===== src/sv/pse_pkg.sv =====
// shared constants for the postfix stack evaluator
package pse_pkg;

	localparam int STACK_DEPTH = 16;
	localparam int DATA_W      = 32;
	localparam int OP_W        = 3;
	localparam int ST_W        = 3;
	localparam int CNT_W       = $clog2(STACK_DEPTH + 1);
	localparam int PTR_W       = (STACK_DEPTH > 1) ? $clog2(STACK_DEPTH) : 1;
	localparam int DIV_CNT_W   = $clog2(DATA_W);

	localparam logic [OP_W-1:0] OP_PUSH = 3'd0;
	localparam logic [OP_W-1:0] OP_ADD  = 3'd1;
	localparam logic [OP_W-1:0] OP_SUB  = 3'd2;
	localparam logic [OP_W-1:0] OP_MUL  = 3'd3;
	localparam logic [OP_W-1:0] OP_DIV  = 3'd4;
	localparam logic [OP_W-1:0] OP_EQ   = 3'd5;

	localparam logic [ST_W-1:0] ST_ACCEPTED   = 3'd0;
	localparam logic [ST_W-1:0] ST_RESULT     = 3'd1;
	localparam logic [ST_W-1:0] ST_TOO_FEW    = 3'd2;
	localparam logic [ST_W-1:0] ST_DIV_ZERO   = 3'd3;
	localparam logic [ST_W-1:0] ST_EXPR_ERROR = 3'd4;
	localparam logic [ST_W-1:0] ST_TOO_MANY   = 3'd5;
	localparam logic [ST_W-1:0] ST_EMPTY      = 3'd6;
	localparam logic [ST_W-1:0] ST_OVERFLOW   = 3'd7;

endpackage


===== src/sv/postfix_stack_evaluator.sv =====
// postfix expression evaluator with an operand stack held in a synchronous ram
// Input channel in_valid/in_ready carries one token per beat: operation and
// operand_value. Output channel out_valid/out_ready carries one answer per
// token: status and result_value (zero unless status is result).
// Tokens are handled one at a time by a sequencer around the stack ram,
// which has one write and one registered read port.
// Steps from accept to output valid:
//   push, invalid token, equals without a read: straight to the answer
//   equals that pops the final value: one ram read
//   add, subtract, multiply: two ram reads, execute, write back
//   divide: adds the 32-step radix-2 divider, which a divide by zero skips
// With out_ready high the sequencer returns to idle as the answer goes out.
// A new token is accepted as soon as the sequencer is idle, even while the
// previous answer still waits in the output register; the sequencer holds
// its next answer until that register is taken.
// Reset clears the stack count, the error flag and the output valid flag; the
// stack ram itself is not cleared, only entries below the count are read.
// When out_ready stays low the answer holds and at most one more token is
// taken in before in_ready drops.
module postfix_stack_evaluator (
	input  logic                              clk,
	input  logic                              arst_n,
	input  logic                              in_valid,
	output logic                              in_ready,
	input  logic [pse_pkg::OP_W-1:0]          operation,
	input  logic signed [pse_pkg::DATA_W-1:0] operand_value,
	output logic                              out_valid,
	input  logic                              out_ready,
	output logic [pse_pkg::ST_W-1:0]          status,
	output logic signed [pse_pkg::DATA_W-1:0] result_value
);
	import pse_pkg::*;

	localparam logic [2:0] S_IDLE = 3'd0;
	localparam logic [2:0] S_RD1  = 3'd1;
	localparam logic [2:0] S_EXEC = 3'd2;
	localparam logic [2:0] S_DIV  = 3'd3;
	localparam logic [2:0] S_WB   = 3'd4;
	localparam logic [2:0] S_EQRD = 3'd5;
	localparam logic [2:0] S_FIN  = 3'd6;

	logic [DATA_W-1:0] stack_mem [STACK_DEPTH];

	logic [2:0]        state_q;
	logic [CNT_W-1:0]  count_q;
	logic              err_q;
	logic [OP_W-1:0]   op_q;
	logic [DATA_W-1:0] right_q;
	logic [DATA_W-1:0] res_q;
	logic [ST_W-1:0]   st_q;
	logic [DATA_W-1:0] outval_q;
	logic [DATA_W-1:0] rdata_q;

	logic              accept;
	logic              is_arith;
	logic [CNT_W-1:0]  cnt_m1;
	logic [CNT_W-1:0]  cnt_m2;
	logic              rd_en;
	logic [PTR_W-1:0]  rd_addr;
	logic              wr_en;
	logic [PTR_W-1:0]  wr_addr;
	logic [DATA_W-1:0] wr_data;
	logic              div_start;
	logic              div_done;
	logic [DATA_W-1:0] div_quo;
	logic              out_free;

	assign in_ready = (state_q == S_IDLE);
	assign accept   = in_valid && in_ready;
	assign is_arith = operation inside {OP_ADD, OP_SUB, OP_MUL, OP_DIV};
	assign cnt_m1   = count_q - 1'b1;
	assign cnt_m2   = count_q - CNT_W'(2);
	assign out_free = !out_valid || out_ready;

	always_comb begin
		rd_en   = 1'b0;
		rd_addr = cnt_m1[PTR_W-1:0];
		if (state_q == S_IDLE && accept) begin
			if (is_arith && count_q >= CNT_W'(2)) begin
				rd_en = 1'b1;
			end else if (operation == OP_EQ && !err_q && count_q == CNT_W'(1)) begin
				rd_en   = 1'b1;
				rd_addr = '0;
			end
		end else if (state_q == S_RD1) begin
			rd_en   = 1'b1;
			rd_addr = cnt_m2[PTR_W-1:0];
		end
	end

	always_comb begin
		wr_en   = 1'b0;
		wr_addr = count_q[PTR_W-1:0];
		wr_data = operand_value;
		if (accept && operation == OP_PUSH && count_q < CNT_W'(STACK_DEPTH)) begin
			wr_en = 1'b1;
		end else if (state_q == S_WB) begin
			wr_en   = 1'b1;
			wr_addr = cnt_m2[PTR_W-1:0];
			wr_data = res_q;
		end
	end

	always_ff @(posedge clk) begin
		if (wr_en) begin
			stack_mem[wr_addr] <= wr_data;
		end
		if (rd_en) begin
			rdata_q <= stack_mem[rd_addr];
		end
	end

	assign div_start = (state_q == S_EXEC) && (op_q == OP_DIV) && (right_q != '0);

	pse_div u_div (
		.clk      (clk),
		.arst_n   (arst_n),
		.start    (div_start),
		.dividend (rdata_q),
		.divisor  (right_q),
		.done     (div_done),
		.quotient (div_quo)
	);

	always_ff @(posedge clk or negedge arst_n) begin
		if (!arst_n) begin
			state_q   <= S_IDLE;
			count_q   <= '0;
			err_q     <= 1'b0;
			out_valid <= 1'b0;
		end else begin
			if (out_valid && out_ready) begin
				out_valid <= 1'b0;
			end
			case (state_q)
				S_IDLE: begin
					if (accept) begin
						state_q <= S_FIN;
						case (operation)
							OP_PUSH: begin
								if (count_q >= CNT_W'(STACK_DEPTH)) begin
									err_q <= 1'b1;
								end else begin
									count_q <= count_q + 1'b1;
								end
							end
							OP_ADD, OP_SUB, OP_MUL, OP_DIV: begin
								if (count_q >= CNT_W'(2)) begin
									state_q <= S_RD1;
								end
							end
							OP_EQ: begin
								if (err_q) begin
									err_q   <= 1'b0;
									count_q <= '0;
								end else if (count_q > CNT_W'(1)) begin
									count_q <= '0;
								end else if (count_q == CNT_W'(1)) begin
									state_q <= S_EQRD;
								end
							end
							default: begin
								err_q <= 1'b1;
							end
						endcase
					end
				end
				S_RD1: begin
					state_q <= S_EXEC;
				end
				S_EXEC: begin
					if (div_start) begin
						state_q <= S_DIV;
					end else begin
						state_q <= S_WB;
						if (op_q == OP_DIV) begin
							err_q <= 1'b1;
						end
					end
				end
				S_DIV: begin
					if (div_done) begin
						state_q <= S_WB;
					end
				end
				S_WB: begin
					count_q <= cnt_m1;
					state_q <= S_FIN;
				end
				S_EQRD: begin
					count_q <= '0;
					state_q <= S_FIN;
				end
				S_FIN: begin
					if (out_free) begin
						out_valid <= 1'b1;
						state_q   <= S_IDLE;
					end
				end
				default: begin
					state_q <= S_IDLE;
				end
			endcase
		end
	end

	always_ff @(posedge clk) begin
		case (state_q)
			S_IDLE: begin
				if (accept) begin
					op_q     <= operation;
					outval_q <= '0;
					st_q     <= ST_ACCEPTED;
					case (operation)
						OP_PUSH: begin
							if (count_q >= CNT_W'(STACK_DEPTH)) begin
								st_q <= ST_OVERFLOW;
							end
						end
						OP_ADD, OP_SUB, OP_MUL, OP_DIV: begin
							if (count_q < CNT_W'(2)) begin
								st_q <= ST_TOO_FEW;
							end
						end
						OP_EQ: begin
							if (err_q) begin
								st_q <= ST_EXPR_ERROR;
							end else if (count_q > CNT_W'(1)) begin
								st_q <= ST_TOO_MANY;
							end else if (count_q == '0) begin
								st_q <= ST_EMPTY;
							end else begin
								st_q <= ST_RESULT;
							end
						end
						default: begin
							st_q <= ST_ACCEPTED;
						end
					endcase
				end
			end
			S_RD1: begin
				right_q <= rdata_q;
			end
			S_EXEC: begin
				case (op_q)
					OP_ADD:  res_q <= rdata_q + right_q;
					OP_SUB:  res_q <= rdata_q - right_q;
					OP_MUL:  res_q <= DATA_W'(rdata_q * right_q);
					default: begin
						res_q <= '0;
						if (right_q == '0) begin
							st_q <= ST_DIV_ZERO;
						end
					end
				endcase
			end
			S_DIV: begin
				if (div_done) begin
					res_q <= div_quo;
				end
			end
			S_EQRD: begin
				outval_q <= rdata_q;
			end
			S_FIN: begin
				if (out_free) begin
					status       <= st_q;
					result_value <= outval_q;
				end
			end
			default: begin
			end
		endcase
	end

endmodule


===== src/sv/pse_div.sv =====
// iterative signed divider, one quotient bit per cycle, truncates toward zero
module pse_div (
	input  logic                       clk,
	input  logic                       arst_n,
	input  logic                       start,
	input  logic [pse_pkg::DATA_W-1:0] dividend,
	input  logic [pse_pkg::DATA_W-1:0] divisor,
	output logic                       done,
	output logic [pse_pkg::DATA_W-1:0] quotient
);
	import pse_pkg::*;

	logic                 busy_q;
	logic                 done_q;
	logic [DIV_CNT_W-1:0] cnt_q;
	logic [DATA_W-1:0]    rem_q;
	logic [DATA_W-1:0]    quo_q;
	logic [DATA_W-1:0]    dvs_q;
	logic                 neg_q;

	logic [DATA_W-1:0] lmag;
	logic [DATA_W-1:0] rmag;
	logic [DATA_W:0]   shifted;
	logic [DATA_W:0]   diff;

	assign lmag    = dividend[DATA_W-1] ? (DATA_W'(0) - dividend) : dividend;
	assign rmag    = divisor[DATA_W-1] ? (DATA_W'(0) - divisor) : divisor;
	assign shifted = {rem_q, quo_q[DATA_W-1]};
	assign diff    = shifted - {1'b0, dvs_q};

	always_ff @(posedge clk or negedge arst_n) begin
		if (!arst_n) begin
			busy_q <= 1'b0;
			done_q <= 1'b0;
			cnt_q  <= '0;
		end else begin
			done_q <= 1'b0;
			if (start) begin
				busy_q <= 1'b1;
				cnt_q  <= '0;
			end else if (busy_q) begin
				cnt_q <= cnt_q + 1'b1;
				if (cnt_q == DIV_CNT_W'(DATA_W - 1)) begin
					busy_q <= 1'b0;
					done_q <= 1'b1;
				end
			end
		end
	end

	always_ff @(posedge clk) begin
		if (start) begin
			rem_q <= '0;
			quo_q <= lmag;
			dvs_q <= rmag;
			neg_q <= dividend[DATA_W-1] ^ divisor[DATA_W-1];
		end else if (busy_q) begin
			if (!diff[DATA_W]) begin
				rem_q <= diff[DATA_W-1:0];
				quo_q <= {quo_q[DATA_W-2:0], 1'b1};
			end else begin
				rem_q <= shifted[DATA_W-1:0];
				quo_q <= {quo_q[DATA_W-2:0], 1'b0};
			end
		end
	end

	assign done     = done_q;
	assign quotient = neg_q ? (DATA_W'(0) - quo_q) : quo_q;

endmodule

===== config.mk =====
export PLATFORM = sky130hd
export DESIGN_NAME = postfix_stack_evaluator
export DESIGN_NICKNAME = d
export VERILOG_FILES = /design/src/sv/pse_pkg.sv /design/src/sv/postfix_stack_evaluator.sv /design/src/sv/pse_div.sv
export SDC_FILE = /design/constraint.sdc
export NUM_CORES = 2
export LEC_CHECK = 0
export BUFFER_PORTS_ARGS = -buffer_cell sky130_fd_sc_hd__buf_4
export CORE_MARGIN = 3
export CORE_UTILIZATION = 54
export CTS_CLUSTER_DIAMETER = 100
export DETAILED_ROUTE_END_ITERATION = 10
export PLACE_DENSITY_LB_ADDON = 0.3
export SETUP_SLACK_MARGIN = 0.15
export SYNTH_ARGS = -nofsm -noshare
export SYNTH_HDL_FRONTEND = slang
export SYNTH_SLANG_ARGS = --single-unit

===== constraint.sdc =====
create_clock -name clk -period 8.1 [get_ports clk]
set_input_delay 0.405 -clock clk [delete_from_list [all_inputs] [get_ports clk]]
set_output_delay 0.405 -clock clk [all_outputs]
set_load 0.02 [all_outputs]

### Word-level counts from Yosys, hierarchy flattened

Memory sizes are Yosys's and may differ from the RTL's. A register that Yosys moved wholly into a read port is not among the register bits.
Index checks and enable logic that the tools add are counted.

| storage, ports and cells | value |
|---|---|
| memory bits (writable) | 512 |
| flip-flop bits (word level) | 251 |
| bits of input ports | 39 |
| output and inout bits | 37 |
| memories kept | 1 |

| operators by class | value |
|---|---|
| equality and inequality tests | 29 |
| bitwise logic cells | 1 |
| $lt $le $gt $ge | 5 |
| add/subtract/negate cells | 10 |
| muxes and demuxes | 71 |
| reduce and logical (&&, ||, !) cells | 35 |
| $mul | 1 |

Memory list:

| name | words | width | read ports | clocked after memory_dff | wr ports | RTL line | source |
|---|---|---|---|---|---|---|---|
| stack_mem | 16 | 32 | 1 | 1 | 1 | postfix_stack_evaluator.sv:42 | `logic [DATA_W-1:0] stack_mem [STACK_DEPTH];` |

Operators with widths:

| cell | count |
|---|---|
| 32-bit 2-to-1 mux | 9 |
| 32-bit case mux with 2 select lines | 2 |
| 32-bit case mux with 3 select lines | 1 |
| 1-bit by 32-bit subtractor with 32-bit output, first input constant | 3 |
| 3-bit 2-to-1 mux | 12 |
| 33-bit by 32-bit subtractor with 33-bit output | 1 |
| 32-bit adder | 1 |
| 32-bit logical NOT | 1 |
| 32-bit by 32-bit multiplier with 32-bit output | 1 |
| 32-bit nonzero test | 1 |
| 32-bit subtractor | 1 |
| 31-bit 2-to-1 mux | 1 |
| 5-bit 2-to-1 mux | 6 |
| 4-bit 2-to-1 mux | 6 |
| 1-bit 2-to-1 mux | 22 |
| 3-bit by 2-bit == test with 1-bit output, second input constant | 6 |
| 3-bit == test, second input constant | 6 |
| 3-bit case mux with 6 select lines | 1 |
| 5-bit case mux with 3 select lines | 1 |
| 3-bit case mux with 2 select lines | 2 |
| 5-bit by 1-bit adder with 5-bit output, second input constant | 2 |
| 1-bit logical AND | 10 |
| 5-bit case mux with 2 select lines | 1 |
| 3-bit by 1-bit == test with 1-bit output, second input constant | 3 |
| 35 further kinds | 52 |

### Longest topological paths before layout

| depth | value |
|---|---|
| depth in word-level cells | 7 |
| mapped depth | 28 |
| depth with buffers taken out | 26 |

### By module

From an unflattened synthesis, not the netlist that was laid out.

| second synthesis, totals | value |
|---|---|
| cells, all modules | 4,714 |
| area, all modules | 53,361.2 um2 |

Modules (own cells, without submodules):

| module | sequential area each (um2) | area each (um2) | instances | cells each |
|---|---|---|---|---|
| postfix_stack_evaluator | 20,699.9 | 45,635.0 | 1 | 3,835 |
| pse_div | 2,767.7 | 7,726.2 | 1 | 879 |

### Least setup slack after synthesis

No wires, ideal clock.

| timing | value |
|---|---|
| path kind | register -> register |
| start | reg right_q[5] |
| end | reg res_q[31], data pin |
| arrival time | 7.020 ns |
| setup slack | 0.813 ns |
| setup time | 0.267 ns |
| buffers on the path | 2 |
| data required time | 7.833 ns |
| stages on the path, launching flop included | 25 |
| cells stage by stage | edfxtp_1 clkbuf_1 clkbuf_1 and2_1 fa_1 fa_1 fa_1 inv_1 fa_1 inv_1 fa_1 inv_1 fa_1 inv_1 fa_1 fa_1 ha_1 nand3_1 a2111oi_0 nor3b_1 or4_1 a31oi_1 xnor2_1 nor2_1 a2bb2oi_1 |

| on the way | value |
|---|---|
| cells in the longest elaborated chain, start to end | 3 |
| elaborated cells on any way between the ends | 5 |
| classes of those cells | add/sub (2); mul (1); mux (2) |

Ends and longest elaborated chain:

| what | RTL line | source |
|---|---|---|
| start: declaration | postfix_stack_evaluator.sv:48 | `logic [DATA_W-1:0] right_q;` |
| start signal: assignment | postfix_stack_evaluator.sv:243 | `right_q <= rdata_q;` |
| 32-bit by 32-bit multiplier with 32-bit output, or another cell as far along | postfix_stack_evaluator.sv:249 | `OP_MUL: res_q <= DATA_W'(rdata_q * right_q);` |
| 32-bit case mux with 3 select lines * | postfix_stack_evaluator.sv:246 | `case (op_q)` |
| 32-bit case mux with 2 select lines * | postfix_stack_evaluator.sv:208 | `case (state_q)` |
| end signal: assignment | postfix_stack_evaluator.sv:247 | `OP_ADD: res_q <= rdata_q + right_q;` |
| end signal: assignment | postfix_stack_evaluator.sv:248 | `OP_SUB: res_q <= rdata_q - right_q;` |
| end signal: assignment | postfix_stack_evaluator.sv:249 |  |
| end: declaration | postfix_stack_evaluator.sv:49 | `logic [DATA_W-1:0] res_q;` |

Mark *: on every way between the ends. The rest lies on a longest branch, timed or not.
A chain may end at the register's enable or synchronous reset.

### Worst setup path after layout

| timing | value |
|---|---|
| start | reg rdata_q[15], read port of stack_mem |
| end | reg res_q[31], data pin |

| on the way | value |
|---|---|
| cells in the longest elaborated chain, start to end | 3 |
| elaborated cells on any way between the ends | 5 |
| classes of those cells | add/sub (2); mul (1); mux (2) |

Ends and longest elaborated chain:

| what | RTL line | source |
|---|---|---|
| start: declaration | postfix_stack_evaluator.sv:52 | `logic [DATA_W-1:0] rdata_q;` |
| 32-bit by 32-bit multiplier with 32-bit output, or another cell as far along | postfix_stack_evaluator.sv:249 |  |
| 32-bit case mux with 3 select lines * | postfix_stack_evaluator.sv:246 |  |
| 32-bit case mux with 2 select lines * | postfix_stack_evaluator.sv:208 |  |

Marked as above.

==> results.ini <==
[global_route]
grt_usage_pct = 28.02
grt_pass1_vias = 37150
grt.overflow.total = 0
grt_max_degree = 172
grt_pass1_wl_um = 219000
antenna_found_initial = 0

[placed_design]
portBuffers = 75
hpwl_um = 95740
dp_cells = 6006
routabilityCongestion = 0.9731

[cts]
cts_made_buffers = 87
clock_latency_ps = 680
cts_tree = yes
clk_pin_slew_ps = 60
root_buffer = clkbuf_16
cts_buffer_depth = 3
ctsHtreeMaxLevel = 3
cts_sinks = 795

[final_layout]
area_growth_pct = 9.652
register_area_um2 = 23470
fin_cells = 6179
n_fill_cell = 7829
multiInputGateArea_um2 = 26710
drive_above_1_share_pct = 7.956
fin_nets = 5480
utilization_pct = 59.77

[logic_synthesis]
yosys-mux-area-fraction_pct = 0.4385
synth-edff-count = 746
ys_types = 76
synth-simple-area-share_pct = 14.06
synth_compound_area_share_pct = 11.02
syn-instance-count = 4857
async_flop_share_pct = 2.138
synth-xor-area-share_pct = 4.330
ys_warn_count = 0
synthesis.area_um2 = 52790
synth_top_family_by_area = adder cells
avgSynthCellArea_um2 = 10.87
syn_nets = 5506
yosysTopAreaCellShare_pct = 42.44
yosys.area_share.adder_pct = 20.29
synth_area_leaders = edfxtp_1, fa_1, nand2_1
synth_flop_cell = edfxtp_1
synth_top_area_cell = edfxtp_1
synth_seq_cells = 795
ys_seq_area_share_pct = 44.46

[floorplanning]
placementRows = 114
ioPinCount = 76
dieArea_um2 = 101500
core_area_um2 = 96850
start_util_pct = 54.50
die_x_um = 318.7
dieHeight_um = 318.7

[min_path]
min_path_type = primary input to flop
hp-start = out_ready

[worst_setup_path]
cp_common_cell = fa_1
worst_path_max_delay_cell = or4_1
path_class = flop to flop
cp-startpoint = rdata_q[15]
slowest_delay_ps = 580
cpLargestDelayFamily = adder cells
arrival_ps = 8110
cp_max_fo = 19
r2r-start = rdata_q[15]
cp_cell_sequence = buf_4, and2_1, fa_1, inv_1, fa_1, fa_1, fa_1, inv_1, fa_1, fa_1, fa_1, fa_1, ha_1, nand3_1, a2111oi_4, buf_4, nor3b_1, or4_1, a31oi_1, xnor2_1, nor2_1, a2bb2oi_1
worstPathRequired_ps = 8490
end_kind = flop
critPathLaunchType = flop
path_buf_inv = 4

[timing]
hold_viol = 0
setup_viol = 0
fin_hold_ws_ps = 71.87
fin_crit_sh_pct = 95.29
fin_crit_ps = 7719
timing.slew.headroom_pct = 26.68
rsz0062_at_grt = false
fin_worst_skew_ps = 26.20
setup_tns_ps = 0
fmaxAchievable_mhz = 129.6
worstMarginPinSlew_ps = 1100
drv_slew = 0

[detailed_routing]
drtIter0Drc = 3656
route.detailed.drc = 0
wl_per_cell_um = 22.92
via_per_inst = 5.951
wl_um = 141600
ant_nets = 0
dr.pass1.iters = 7
dr_total_vias = 36770

[job]
maxCapViolCount = 0

[outcome]
status = completed

metal layers:
layer  global-route usage [%]  part of all wire [%]  up-vias
met4                    11.50                   4.4        0
met5                        0                     0        -
li1                         -                     -    16570
met3                    4.150                   7.4      356
met1                    38.40                    41    18290
met2                    45.13                    47     1564
cells in the final DEF (no fill, tap or decap), types with 115 or more instances in the layout:
master / count
xnor2_1: 144
a211oi_1: 171
nand2_1: 731
edfxtp_1: 746
xor2_1: 115
inv_1: 441
a21oi_1: 209
o21ai_0: 148
ha_1: 200
and2_1: 438
fa_1: 410
buf_4: 193
state kept, by name, indices dropped and copies added (netlist names):
| signal | flops |
|---|---|
| u_div.dvs_q | 32 |
| outval_q | 32 |
| out_valid | 1 |
| res_q | 32 |
| count_q | 5 |
| u_div.done | 1 |
| result_value | 32 |
| err_q | 1 |
| u_div.quo_q | 32 |
| stack_mem | 512 |
| u_div.neg_q | 1 |
| u_div.busy_q | 1 |
| st_q | 3 |
| right_q | 32 |
| u_div.rem_q | 32 |
| u_div.cnt_q | 5 |
| rdata_q | 32 |
| state_q | 3 |
| op_q | 3 |
| status | 3 |
metrics by stage:
step / area, µm² / setup slack, ps
floorplan: 52790 / 813.2
global placement: 54900 / 152.0
detailed placement: 54900 / 81.07
CTS: 57810 / 250.9
global route: 57880 / 158.9
finish: 57880 / 381.1
cells by family after synthesis:
kind of cell,after synthesis
buffers and inverters,760
AO/OA/AOI/OAI,881
adder cells (fa/ha/maj),610
flip-flops,795
AND/OR/NAND/NOR,1527
XOR/XNOR,261
multiplexers,23
timing repair:
item,CTS,global route
endpoints found under the setup margin,2,6
setup buffers,0,8
endpoints found under the hold margin,20,0
gates resized for setup,2,2
hold buffers,4,0
synth_stat cells (8+ instances only):
library cell and instances:
o31ai_1 33, and2_1 438, nor3_1 33, nand2_1 731, nand4_1 9, a21o_1 31, or4_1 11, nor2b_1 14
clkbuf_1 305, ha_1 200, buf_1 12, edfxtp_1 746, a31oi_1 83, a211oi_1 173, and3_1 40, xor2_1 116
or2_2 13, o211ai_1 8, inv_1 442, nor2_1 124, or3_1 26, o21bai_1 12, o21ai_0 149, dfrtp_1 17
a221oi_1 21, o41ai_1 12, a21oi_1 210, nand3_1 23, mux2i_1 22, dfxtp_1 32, xnor2_1 145, fa_1 410
nand2b_1 24, o21a_1 25, a311oi_1 67
worst paths after layout:
path                       cells after the start         endpoint  slack, ps
setup / recovery                              22        res_q[31]        380
hold reg to reg                                0  result_value[3]        420
min in group asynchronous                      2       u_div.done        150
max in group asynchronous                      2     u_div.busy_q       7730
hold / removal                                 4        out_valid         70
setup reg to reg                              22        res_q[31]        380
tightest hold or removal path, cell delays in order:
cell     delay [ps]
buf_4            80
nor2b_1          80
inv_1            80
nand2_1          50
area by class of cell:
type | count | area share (%)
antenna | 1 | 0.004323
clock buffer | 98 | 3.887
clock inverter | 62 | 1.053
inverter | 442 | 2.866
multi-input combinational | 3302 | 46.15
sequential | 795 | 40.55
tap | 1276 | 2.758
timing repair buffer | 203 | 2.739
Power is not shown: default switching activity piles up to over one toggle a cycle in this logic, so the estimate is an artifact.
